**src/sv/rpcc_pkg.sv**
```systemverilog
// Shared constants and types for the rational price compare/convert block.
package rpcc_pkg;

    localparam int AMT_W   = 63;
    localparam int IDENT_W = 32;
    localparam int QUO_W   = 64;
    localparam int PROD_W  = 2 * AMT_W;
    localparam int IN_W    = 480;
    localparam int OUT_W   = 104;

    localparam logic       CMD_COMPARE = 1'b0;
    localparam logic       CMD_CONVERT = 1'b1;

    localparam logic [1:0] ST_OK       = 2'd0;
    localparam logic [1:0] ST_NO_MATCH = 2'd1;
    localparam logic [1:0] ST_DIV_ZERO = 2'd2;
    localparam logic [1:0] ST_OVERFLOW = 2'd3;

    typedef struct packed {
        logic               vld;
        logic               cmd;
        logic               eq;
        logic               less;
        logic [1:0]         st;
        logic [IDENT_W-1:0] oid;
        logic [AMT_W-1:0]   dv;
        logic [AMT_W-1:0]   rem;
        logic [QUO_W-1:0]   lo;
    } t_cell;

endpackage

```
**src/sv/rpcc_div_cell.sv**
```systemverilog
// One restoring-division cell: produces one quotient bit per stage.
module rpcc_div_cell (
    input  logic            i_clk,
    input  logic            i_rst_n,
    input  logic            i_en,
    input  rpcc_pkg::t_cell i_d,
    output rpcc_pkg::t_cell o_q
);
    localparam int AW = rpcc_pkg::AMT_W;
    localparam int QW = rpcc_pkg::QUO_W;

    logic [AW:0]     shifted, diff;
    logic            ge;
    rpcc_pkg::t_cell n_q, r_q;

    always_comb begin
        shifted = {i_d.rem, i_d.lo[QW-1]};
        ge      = shifted >= {1'b0, i_d.dv};
        diff    = shifted - {1'b0, i_d.dv};
        n_q     = i_d;
        n_q.rem = ge ? diff[AW-1:0] : shifted[AW-1:0];
        n_q.lo  = {i_d.lo[QW-2:0], ge};
    end

    always_ff @(posedge i_clk) begin
        if (!i_rst_n) begin
            r_q <= '0;
        end else if (i_en) begin
            r_q <= n_q;
        end
    end

    assign o_q = r_q;
endmodule

```
**config.mk**
```make
export PLATFORM = sky130hd
export DESIGN_NAME = rpcc_div_cell
export DESIGN_NICKNAME = d
export VERILOG_FILES = /design/src/sv/rpcc_pkg.sv /design/src/sv/rpcc_div_cell.sv
export SDC_FILE = /design/constraint.sdc
export NUM_CORES = 1
export LEC_CHECK = 0
export ABC_AREA = 1
export CAP_MARGIN = 20
export CORE_AREA = 5 5 175 177
export DETAILED_ROUTE_END_ITERATION = 8
export DIE_AREA = 0 0 180 182
export DONT_BUFFER_PORTS = 1
export PLACE_DENSITY = 0.67
export SLEW_MARGIN = 20
export SYNTH_ARGS = -nofsm -noshare
export SYNTH_HDL_FRONTEND = slang
export SYNTH_SLANG_ARGS = --single-unit
```
**constraint.sdc**
```tcl
create_clock -name i_clk -period 3.29 [get_ports i_clk]
set_input_delay 0.4935 -clock i_clk [delete_from_list [all_inputs] [get_ports i_clk]]
set_output_delay 0.4935 -clock i_clk [all_outputs]
set_load 0.01 [all_outputs]
```
==> results of run 1 <==
==> path summary, 6_finish.rpt <==
check | slack [ns] | end | from
hold reg to reg | 0.51 | o_q[100] | o_q[100]
hold / removal | 0.09 | o_q[209] | i_d[209]
setup / recovery | 0.93 | o_q[116] | i_d[63]
setup reg to reg | 2.51 | o_q[67] | o_q[67]
==> cell type report <==
| type | count | area share |
|---|---|---|
| well taps | 390 | 0.0311 |
| repair buffers | 7 | 0.00494 |
| flip-flops and latches | 228 | 0.291 |
| clock buffers | 35 | 0.0434 |
| clock inverters | 3 | 0.00191 |
| inverters | 459 | 0.110 |
| multi-input cells | 1761 | 0.518 |
==> metrics by stage <==
| step | area, um^2 | hold WS [ns] | setup slack [ns] | util | instances |
|---|---|---|---|---|---|
| 3_3_place_gp | 15000 | 0.509 | 0.401 | 0.515 | 2845 |
| 3_5_place_dp | 15000 | 0.509 | 0.383 | 0.515 | 2845 |
| 5_1_grt | 15700 | 0.0677 | 0.658 | 0.539 | 2883 |
| 4_1_cts | 15700 | 0.0438 | 0.944 | 0.539 | 2883 |
| 2_1_floorplan | 14800 | 0.490 | 0.845 | - | 2537 |
| 6_report | 15700 | 0.0947 | 0.931 | 0.539 | 2883 |
==> layer usage <==
layer | part of all wire | GRT usage | vias up
li1 | - | - | 7600
met1 | 0.40 | 0.366 | 6485
met2 | 0.48 | 0.518 | 504
met3 | 0.089 | 0.0721 | 69
met4 | 0.026 | 0.0719 | 2
met5 | 0.00026 | 0 | -
==> critical path, cell delays in order <==
cell and delay [ns]:
inv_1 0.07, ha_1 0.24, fa_1 0.41, inv_1 0.11, nand2_1 0.05, nand2_1 0.07
nand3_1 0.08, nand2_2 0.12, nand2_1 0.07, nand2_2 0.12, nand2_2 0.07, nand3_2 0.08
nand2_4 0.07, nand2_4 0.08, buf_12 0.28, nand3_1 0.14, nand2_1 0.09, a21oi_1 0.05
==> cells in the mapped netlist <==
master	n	area, um^2
nand2_1	794	2980
inv_1	445	1670
nor2_1	362	1360
dfxtp_1	228	4560
o21ai_0	178	891
a21oi_1	130	651
nand3_1	121	606
clkbuf_1	67	251
ha_1	63	788
xor2_1	25	219
nand3b_1	24	180
nand4_1	16	100
buf_2	15	75.1
inv_2	14	52.6
nor3_1	14	70.1
nor2_2	6	37.5
xnor2_1	6	52.6
buf_1	5	18.8
nand2_2	4	25.0
a21o_1	3	22.5
nand2_4	2	22.5
o21bai_1	2	15.0
a21oi_2	1	8.76
a31oi_2	1	12.5
and2_1	1	6.26
and3_1	1	6.26
buf_6	1	11.3
buf_8	1	15.0
fa_1	1	20.0
nand3_2	1	10.0
nor2_4	1	11.3
nor4_1	1	6.26
nor4_2	1	12.5
o211ai_1	1	7.51
o21ai_1	1	5.00
==> report_power, final <==
part	internal [uW]	total [uW]	leakage [uW]	switching (uW)
Combinational	540	1610	0.00658	1070
Sequential	2980	3250	0.00189	266
Clock	1420	2510	0.000351	1090
Total	4940	7360	0.00883	2420
==> kinds of logic after synthesis <==
| logic type | Yosys count | share of synthesized area |
|---|---|---|
| simple gates | 1349 | 0.367 |
| buf+inv | 548 | 0.142 |
| compound gates | 317 | 0.109 |
| flops | 228 | 0.309 |
| fa+ha+maj | 64 | 0.0547 |
| xor+xnor | 31 | 0.0184 |
==> results.toml, run 1 <==
[grt]
grt_pass1_wl_mm = 78.4
grt_overflow = 0
grt_usage = 0.295
antenna_found_initial = 1
grt_pass1_vias = 14100
grt_max_degree = 324

[cells_and_area]
multiInputGateArea_um2 = 8130
fillers = 3083
num_antenna_cells = 0
nets = 2775
layout_commonest_cell = "nand2_1"
final_cell_mix = "794 x nand2_1, 445 x inv_1, 362 x nor2_1"
drive_gt1_frac = 0.0281
syn_to_final_growth_pct = 6.14
largest_reg_flops = 228
seq_area_um2 = 4560

[synth]
synth.distinct_cells = 35
syn-cell-area_um2 = 14800
synthCells = 2537
ys_warn_count = 0
syn_nets = 2832
avgSynthCellArea_um2 = 5.83
yosys_register_bits = 228
ys_seq_area_frac = 0.309

[timing]
slew_violations = 0
period_share = 0.717
finalSetupViolCount = 0
fmax_ghz = 0.424
hold_viol = 0
grt_setup_unrepaired = "false"
tns_ns = 0
tightest_slew_ns = 0.878
clock-skew-final_ns = 0
period_minus_slack_ns = 2.36
max_slew_margin = 0.414

[die]
start_util = 0.508
core_area_um2 = 29100
die-area_um2 = 32800
dieWidth_um = 180
fp.dieH_um = 182
num_rows = 63
io_pins = 459

[clock_network]
cts_tree = "yes"
clock-sinks = 228
ctsHtreeMaxLevel = 1
cts_resized = 0
hold_buffers = 0
post_cts_buffers = 0
cts-root-buf = "clkbuf_16"
clk_latency_ns = 0.53
clk_pin_slew_ns = 0.06
cts_buffers = 23
cts_buffer_depth = 3

[detailed_routing]
wl_per_cell_um = 17.7
routed_wl_mm = 50.9
vias = 14700
drc = 0
viasPerCell = 5.08
first_iter_violations = 1064
ant_nets = 0
first_pass_iters = 5

[run_status]
status = "completed"

[placement]
gp_congestion = 0.990
io_buffers = 0
place_hpwl_mm = 41.0

[critical_path]
crit_path_end_kind = "flop"
setup.worst_path.class = "in -> reg"
arrival_ns = 2.74
start_kind = "input port"
required_ns = 3.67
cp_max_fo = 69
ff2ff_path_depth = 4

[run]
maxCapViolations = 0

[pwr]
power_uw = 7360
p_leak_uw = 0.00883
vdd_ir_drop_max_mv = 0.456
pwr_density_cell_nw_per_um2 = 469

[min_path]
holdPathStages = 2
worstHoldPathType = "in -> reg"
Power figures use the tool's default switching activity.
==> inputs of run 2 (changes only) <==
--- a/config.mk
+++ b/config.mk
@@ -11,7 +11,7 @@
 export DETAILED_ROUTE_END_ITERATION = 8
 export DIE_AREA = 0 0 180 182
 export DONT_BUFFER_PORTS = 1
-export PLACE_DENSITY = 0.67
+export PLACE_DENSITY = 0.69
 export SLEW_MARGIN = 20
 export SYNTH_ARGS = -nofsm -noshare
 export SYNTH_HDL_FRONTEND = slang
==> constraint.sdc (replaced) <==
create_clock -name i_clk -period 2.1 [get_ports i_clk]
set_input_delay 0.315 -clock i_clk [delete_from_list [all_inputs] [get_ports i_clk]]
set_output_delay 0.315 -clock i_clk [all_outputs]
set_load 0.01 [all_outputs]
==> run 2 against run 1 <==
Against the previous run: critical endpoint is now o_q[113]; sequential power is 57% higher; critical path type unchanged; worst setup slack worse by 0.80 ns; critical path depth fell by 4.
==> results.toml, run 2 (same netlist as run 1, synthesis figures left out) <==
[timing]
period_share = 0.940
clock-skew-final_ns = 0
hold_viol = 0
grt_setup_unrepaired = "true"
slew_violations = 0
tightest_slew_ns = 0.626
hold_ws_ns = 0.00546
period_minus_slack_ns = 1.97
tns_ns = 0
max_slew_margin = 0.582
fmax_ghz = 0.507
finalSetupViolCount = 0

[clock_network]
cts_buffers = 24
cts_buffer_depth = 3
cts_tree = "yes"
post_cts_buffers = 0
clock-sinks = 228
cts-root-buf = "clkbuf_16"
clk_pin_slew_ns = 0.06
clk_latency_ns = 0.53
ctsHtreeMaxLevel = 1

[pwr]
vdd_ir_drop_max_mv = 0.599
pwr_density_cell_nw_per_um2 = 653
p_leak_uw = 0.0111
power_uw = 13000

[cells_and_area]
largest_reg_flops = 228
final_cell_mix = "794 x nand2_1, 443 x inv_1, 360 x nor2_1"
drive_gt1_frac = 0.124
num_antenna_cells = 0
layout_commonest_cell = "nand2_1"
syn_to_final_growth_pct = 35.1
fillers = 2513
nets = 3254

[detailed_routing]
viasPerCell = 5.20
wl_per_cell_um = 17.9
vias = 17500
ant_nets = 0
routed_wl_mm = 60.3
drc = 0
first_iter_violations = 1250
first_pass_iters = 6

[critical_path]
r2r_slack_ns = 0.23
cp_slowest_cell = "ha_1"
required_ns = 2.51
worstPathCellList = "inv_1, ha_1, nand2_1, buf_4, nor2_1, nand3_1, nand3b_1, nand2_1, nand2_1, nand3_1, nand3_1, nand3_1, nand2_1, a21oi_1"
cp_top_family = "simple AND/OR/NAND/NOR gates"
cp_max_fo = 4
regToRegStartpoint = "o_q[129]"
start_kind = "input port"
crit_path_end_kind = "flop"
setup.worst_path.class = "in -> reg"
arrival_ns = 2.38
ff2ff_path_depth = 4
max_stage_delay_ns = 0.35
critical_path_depth = 14
path_buf_inv = 2
rr_endpoint = "o_q[129]"

[placement]
gp_congestion = 1.01
io_buffers = 0
place_hpwl_mm = 43.3

[min_path]
hold_path_startpoint = "i_d[70]"
hold-path-endpoint = "o_q[71]"
holdPathStages = 4
worstHoldPathType = "in -> reg"

[die]
dieWidth_um = 180
core_area_um2 = 29100
die-area_um2 = 32800
fp.dieH_um = 182
num_rows = 63
io_pins = 459
start_util = 0.508

[run]
maxCapViolations = 0

[grt]
antenna_found_initial = 0
grt_overflow = 0
grt_pass1_vias = 17200
grt_usage = 0.349
grt_pass1_wl_mm = 93.2
grt_max_degree = 194

[run_status]
status = "completed"
-- run 2: metrics by stage --
step | setup WS, ns | instance area, um^2 | std cells | util
after global placement | -0.367 | 17200 | 3132 | 0.593
after CTS | 0.127 | 20000 | 3359 | 0.687
final | 0.127 | 20000 | 3359 | 0.687
after detailed placement | -0.393 | 17200 | 3132 | 0.593
after global routing | -0.00548 | 20000 | 3359 | 0.687
after floorplan | -0.0332 | 14800 | 2537 | -
-- run 2: timing repair --
action,CTS,global route
setup endpoints to repair,0,44
hold buffers,191,0
gates resized for setup,0,3
endpoints found under the hold margin,196,0
-- run 2: layout make-up --
cell class	instances	area, um^2	area share
multi-input combinational	1761	8150	0.408
sequential	228	4560	0.228
timing repair buffer	485	4260	0.213
inverter	459	1740	0.0870
clock buffer	32	671	0.0336
tap	390	488	0.0244
clock inverter	4	106	0.00532
-- run 2: metal layers --
metal,GRT usage,vias to the layer above,wire length [um]
met4,0.148,0,2880
met5,0,-,0
li1,-,8554,-
met2,0.623,793,29100
met1,0.405,7927,23200
met3,0.0751,202,5050
-- run 2: worst max path at each step --
stage / from / endpoint / slack (ns)
2_1_floorplan: i_d[63] / o_q[107] / -0.03
3_3_place_gp: i_d[171] / o_q[123] / -0.37
3_5_place_dp: i_d[158] / o_q[118] / -0.39
4_1_cts: i_d[158] / o_q[107] / 0.13
5_1_grt: i_d[162] / o_q[94] / -0.005
6_report: i_d[132] / o_q[113] / 0.13
-- run 2: where the power goes --
part	switching [uW]	internal (uW)	total, uW
registers	430	4670	5100
logic	2000	1630	3640
clock network	1730	2580	4310
-- run 2: tightest hold or removal path, delay by kind of cell --
family                 cells  cell delay [ns]
buffers and inverters      1             0.04
and+or+nand+nor            2             0.09
AOI/OAI and AO/OA          1             0.06
==> inputs of run 3 (changes only) <==
--- a/config.mk
+++ b/config.mk
@@ -11,6 +11,7 @@
 export DETAILED_ROUTE_END_ITERATION = 8
 export DIE_AREA = 0 0 180 182
 export DONT_BUFFER_PORTS = 1
+export GPL_TIMING_DRIVEN = 0
 export PLACE_DENSITY = 0.69
 export SLEW_MARGIN = 20
 export SYNTH_ARGS = -nofsm -noshare
==> run 3 against run 2 <==
Against the previous run: combinational power decreased by 12%; maximum frequency decreased by 2.5%; via count decreased by 5.5%; utilization decreased by 6.0 points; sequential power about the same; critical endpoint is now o_q[111]; largest cell class unchanged; largest power group unchanged.
==> results.toml, run 3 (same netlist as run 1, synthesis figures left out) <==
[clock_network]
cts_buffers = 24
clock-sinks = 228
cts_buffer_depth = 3
ctsHtreeMaxLevel = 1
clk_pin_slew_ns = 0.06
cts-root-buf = "clkbuf_16"
cts_tree = "yes"
clk_latency_ns = 0.54

[cells_and_area]
utilization = 0.626
fin_cells = 3166
final_cell_area_um2 = 18200
syn_to_final_growth_pct = 23.2
final_cell_mix = "783 x nand2_1, 443 x inv_1, 354 x nor2_1"
largest_reg_flops = 228
drive_gt1_frac = 0.0512
layout_commonest_cell = "nand2_1"
nets = 3052

[timing]
hold_viol = 0
fmax_ghz = 0.494
finalSetupViolCount = 0
slew_violations = 0
tightest_slew_ns = 0.921
period_minus_slack_ns = 2.02
tns_ns = 0
period_share = 0.964
worst_slack_ns = 0.0753
max_slew_margin = 0.386
clock-skew-final_ns = 0

[grt]
grt_overflow = 0
grt_pass1_wl_mm = 91.3
antenna_found_initial = 3
grt_pass1_vias = 16100
grt_usage = 0.350
grt_max_degree = 14

[detailed_routing]
first_pass_iters = 6
routed_wl_mm = 60.3
vias = 16500
ant_nets = 0
wl_per_cell_um = 19.1
viasPerCell = 5.22
first_iter_violations = 1337
drc = 0

[critical_path]
regToRegStartpoint = "o_q[39]"
max_stage_delay_ns = 0.36
setup.worst_path.class = "in -> reg"
critical_path_depth = 17
cpMostUsedCell = "nand2_1"
ff2ff_path_depth = 2
r2r_slack_ns = 1.25
arrival_ns = 2.49
crit_path_end_kind = "flop"
rr_endpoint = "o_q[39]"
cp_max_fo = 10
path_buf_inv = 4
start_kind = "input port"
cp_slowest_cell = "ha_1"
required_ns = 2.57
cp_top_family = "simple AND/OR/NAND/NOR gates"
worstPathCellList = "inv_1, ha_1, nand2_2, inv_1, nand2_1, nand2_1, a21oi_2, nand2_4, nand2_2, nand3_2, nand2_4, nand2_8, buf_8, buf_12, nand2_1, nand3_1, a21oi_1"

[min_path]
worstHoldPathType = "in -> reg"
hold_path_startpoint = "i_d[140]"
holdPathStages = 2
hold-path-endpoint = "o_q[140]"

[die]
dieWidth_um = 180
fp.dieH_um = 182
core_area_um2 = 29100
start_util = 0.508
io_pins = 459
die-area_um2 = 32800
num_rows = 63

[placement]
dp_cells = 2927
place_area_um2 = 15300
place_hpwl_mm = 46.9
gp_congestion = 1.00
io_buffers = 0
dpl_worst_slack_ns = -1.06

[pwr]
combPwrFrac = 0.257
internal_power_uw = 8200
p_sw_uw = 4260
clockPowerShare = 0.334
power_frac_seq = 0.410
switching_share = 0.342
pwr_density_cell_nw_per_um2 = 684
vdd_ir_drop_max_mv = 0.638
p_leak_uw = 0.00984

[run]
maxCapViolations = 0

[run_status]
status = "completed"
run 3: changes by cell type in the layout (fill, tap and decap cells not counted), sizes merged:
cell,before,now
bufinv,3,0
buf,297,26
dlygate4sd3,188,187
clkinv,1,6
clkbuf,32,108
diode,0,1
run 3: metrics by stage:
step	total power (uW)	hold WS [ns]
3_5_place_dp	7920	0.458
4_1_cts	12300	0.000909
6_report	12500	0.0101
2_1_floorplan	7070	0.450
3_3_place_gp	7880	0.452
5_1_grt	13100	0.00445
run 3: power groups by stage:
| stage | Combinational, uW | Clock, uW | Sequential (uW) |
|---|---|---|---|
| after global placement | 2700 | 0 | 5180 |
| after CTS | 3050 | 4160 | 5090 |
| final | 3200 | 4160 | 5100 |
| after global routing | 3560 | 4410 | 5130 |
| after floorplan | 2000 | 0 | 5070 |
| after detailed placement | 2730 | 0 | 5190 |
run 3: worst max-delay path by stage:
stage,end,from,slack (ns)
2_1_floorplan,o_q[107],i_d[63],-0.03
3_3_place_gp,o_q[96],i_en,-1.02
3_5_place_dp,o_q[96],i_en,-1.06
4_1_cts,o_q[118],i_d[63],0.002
5_1_grt,o_q[111],i_d[63],-0.01
6_report,o_q[111],i_d[142],0.08
run 3: worst register-to-register path: stages, from the launching register on:
cell and delay (ns):
dfxtp_1 0.39, o21ai_0 0.26, nor2_1 0.08
run 3: layout make-up:
class | instances | area, um^2
Fill cell | 2780 | 10900
Inverter | 459 | 1740
Timing Repair Buffer | 195 | 1930
Tap cell | 390 | 488
Clock inverter | 6 | 41.3
Clock buffer | 38 | 723
Sequential cell | 228 | 4560
Buffer | 88 | 425
Antenna cell | 1 | 2.50
Multi-Input combinational cell | 1761 | 8310
run 3: timing repair:
item	in CTS	in global routing
pin swaps	1	7
endpoints found under the setup margin	107	79
hold buffers	186	1
hold endpoints to repair	186	1
setup buffers	2	6
resized for setup	15	55
run 3: routing by layer:
metal,up-vias,GRT usage,wire (um)
met2,670,0.621,28900
met1,7518,0.415,24100
met5,-,0,27
met4,4,0.126,2570
li1,8173,-,-
met3,150,0.0807,4750
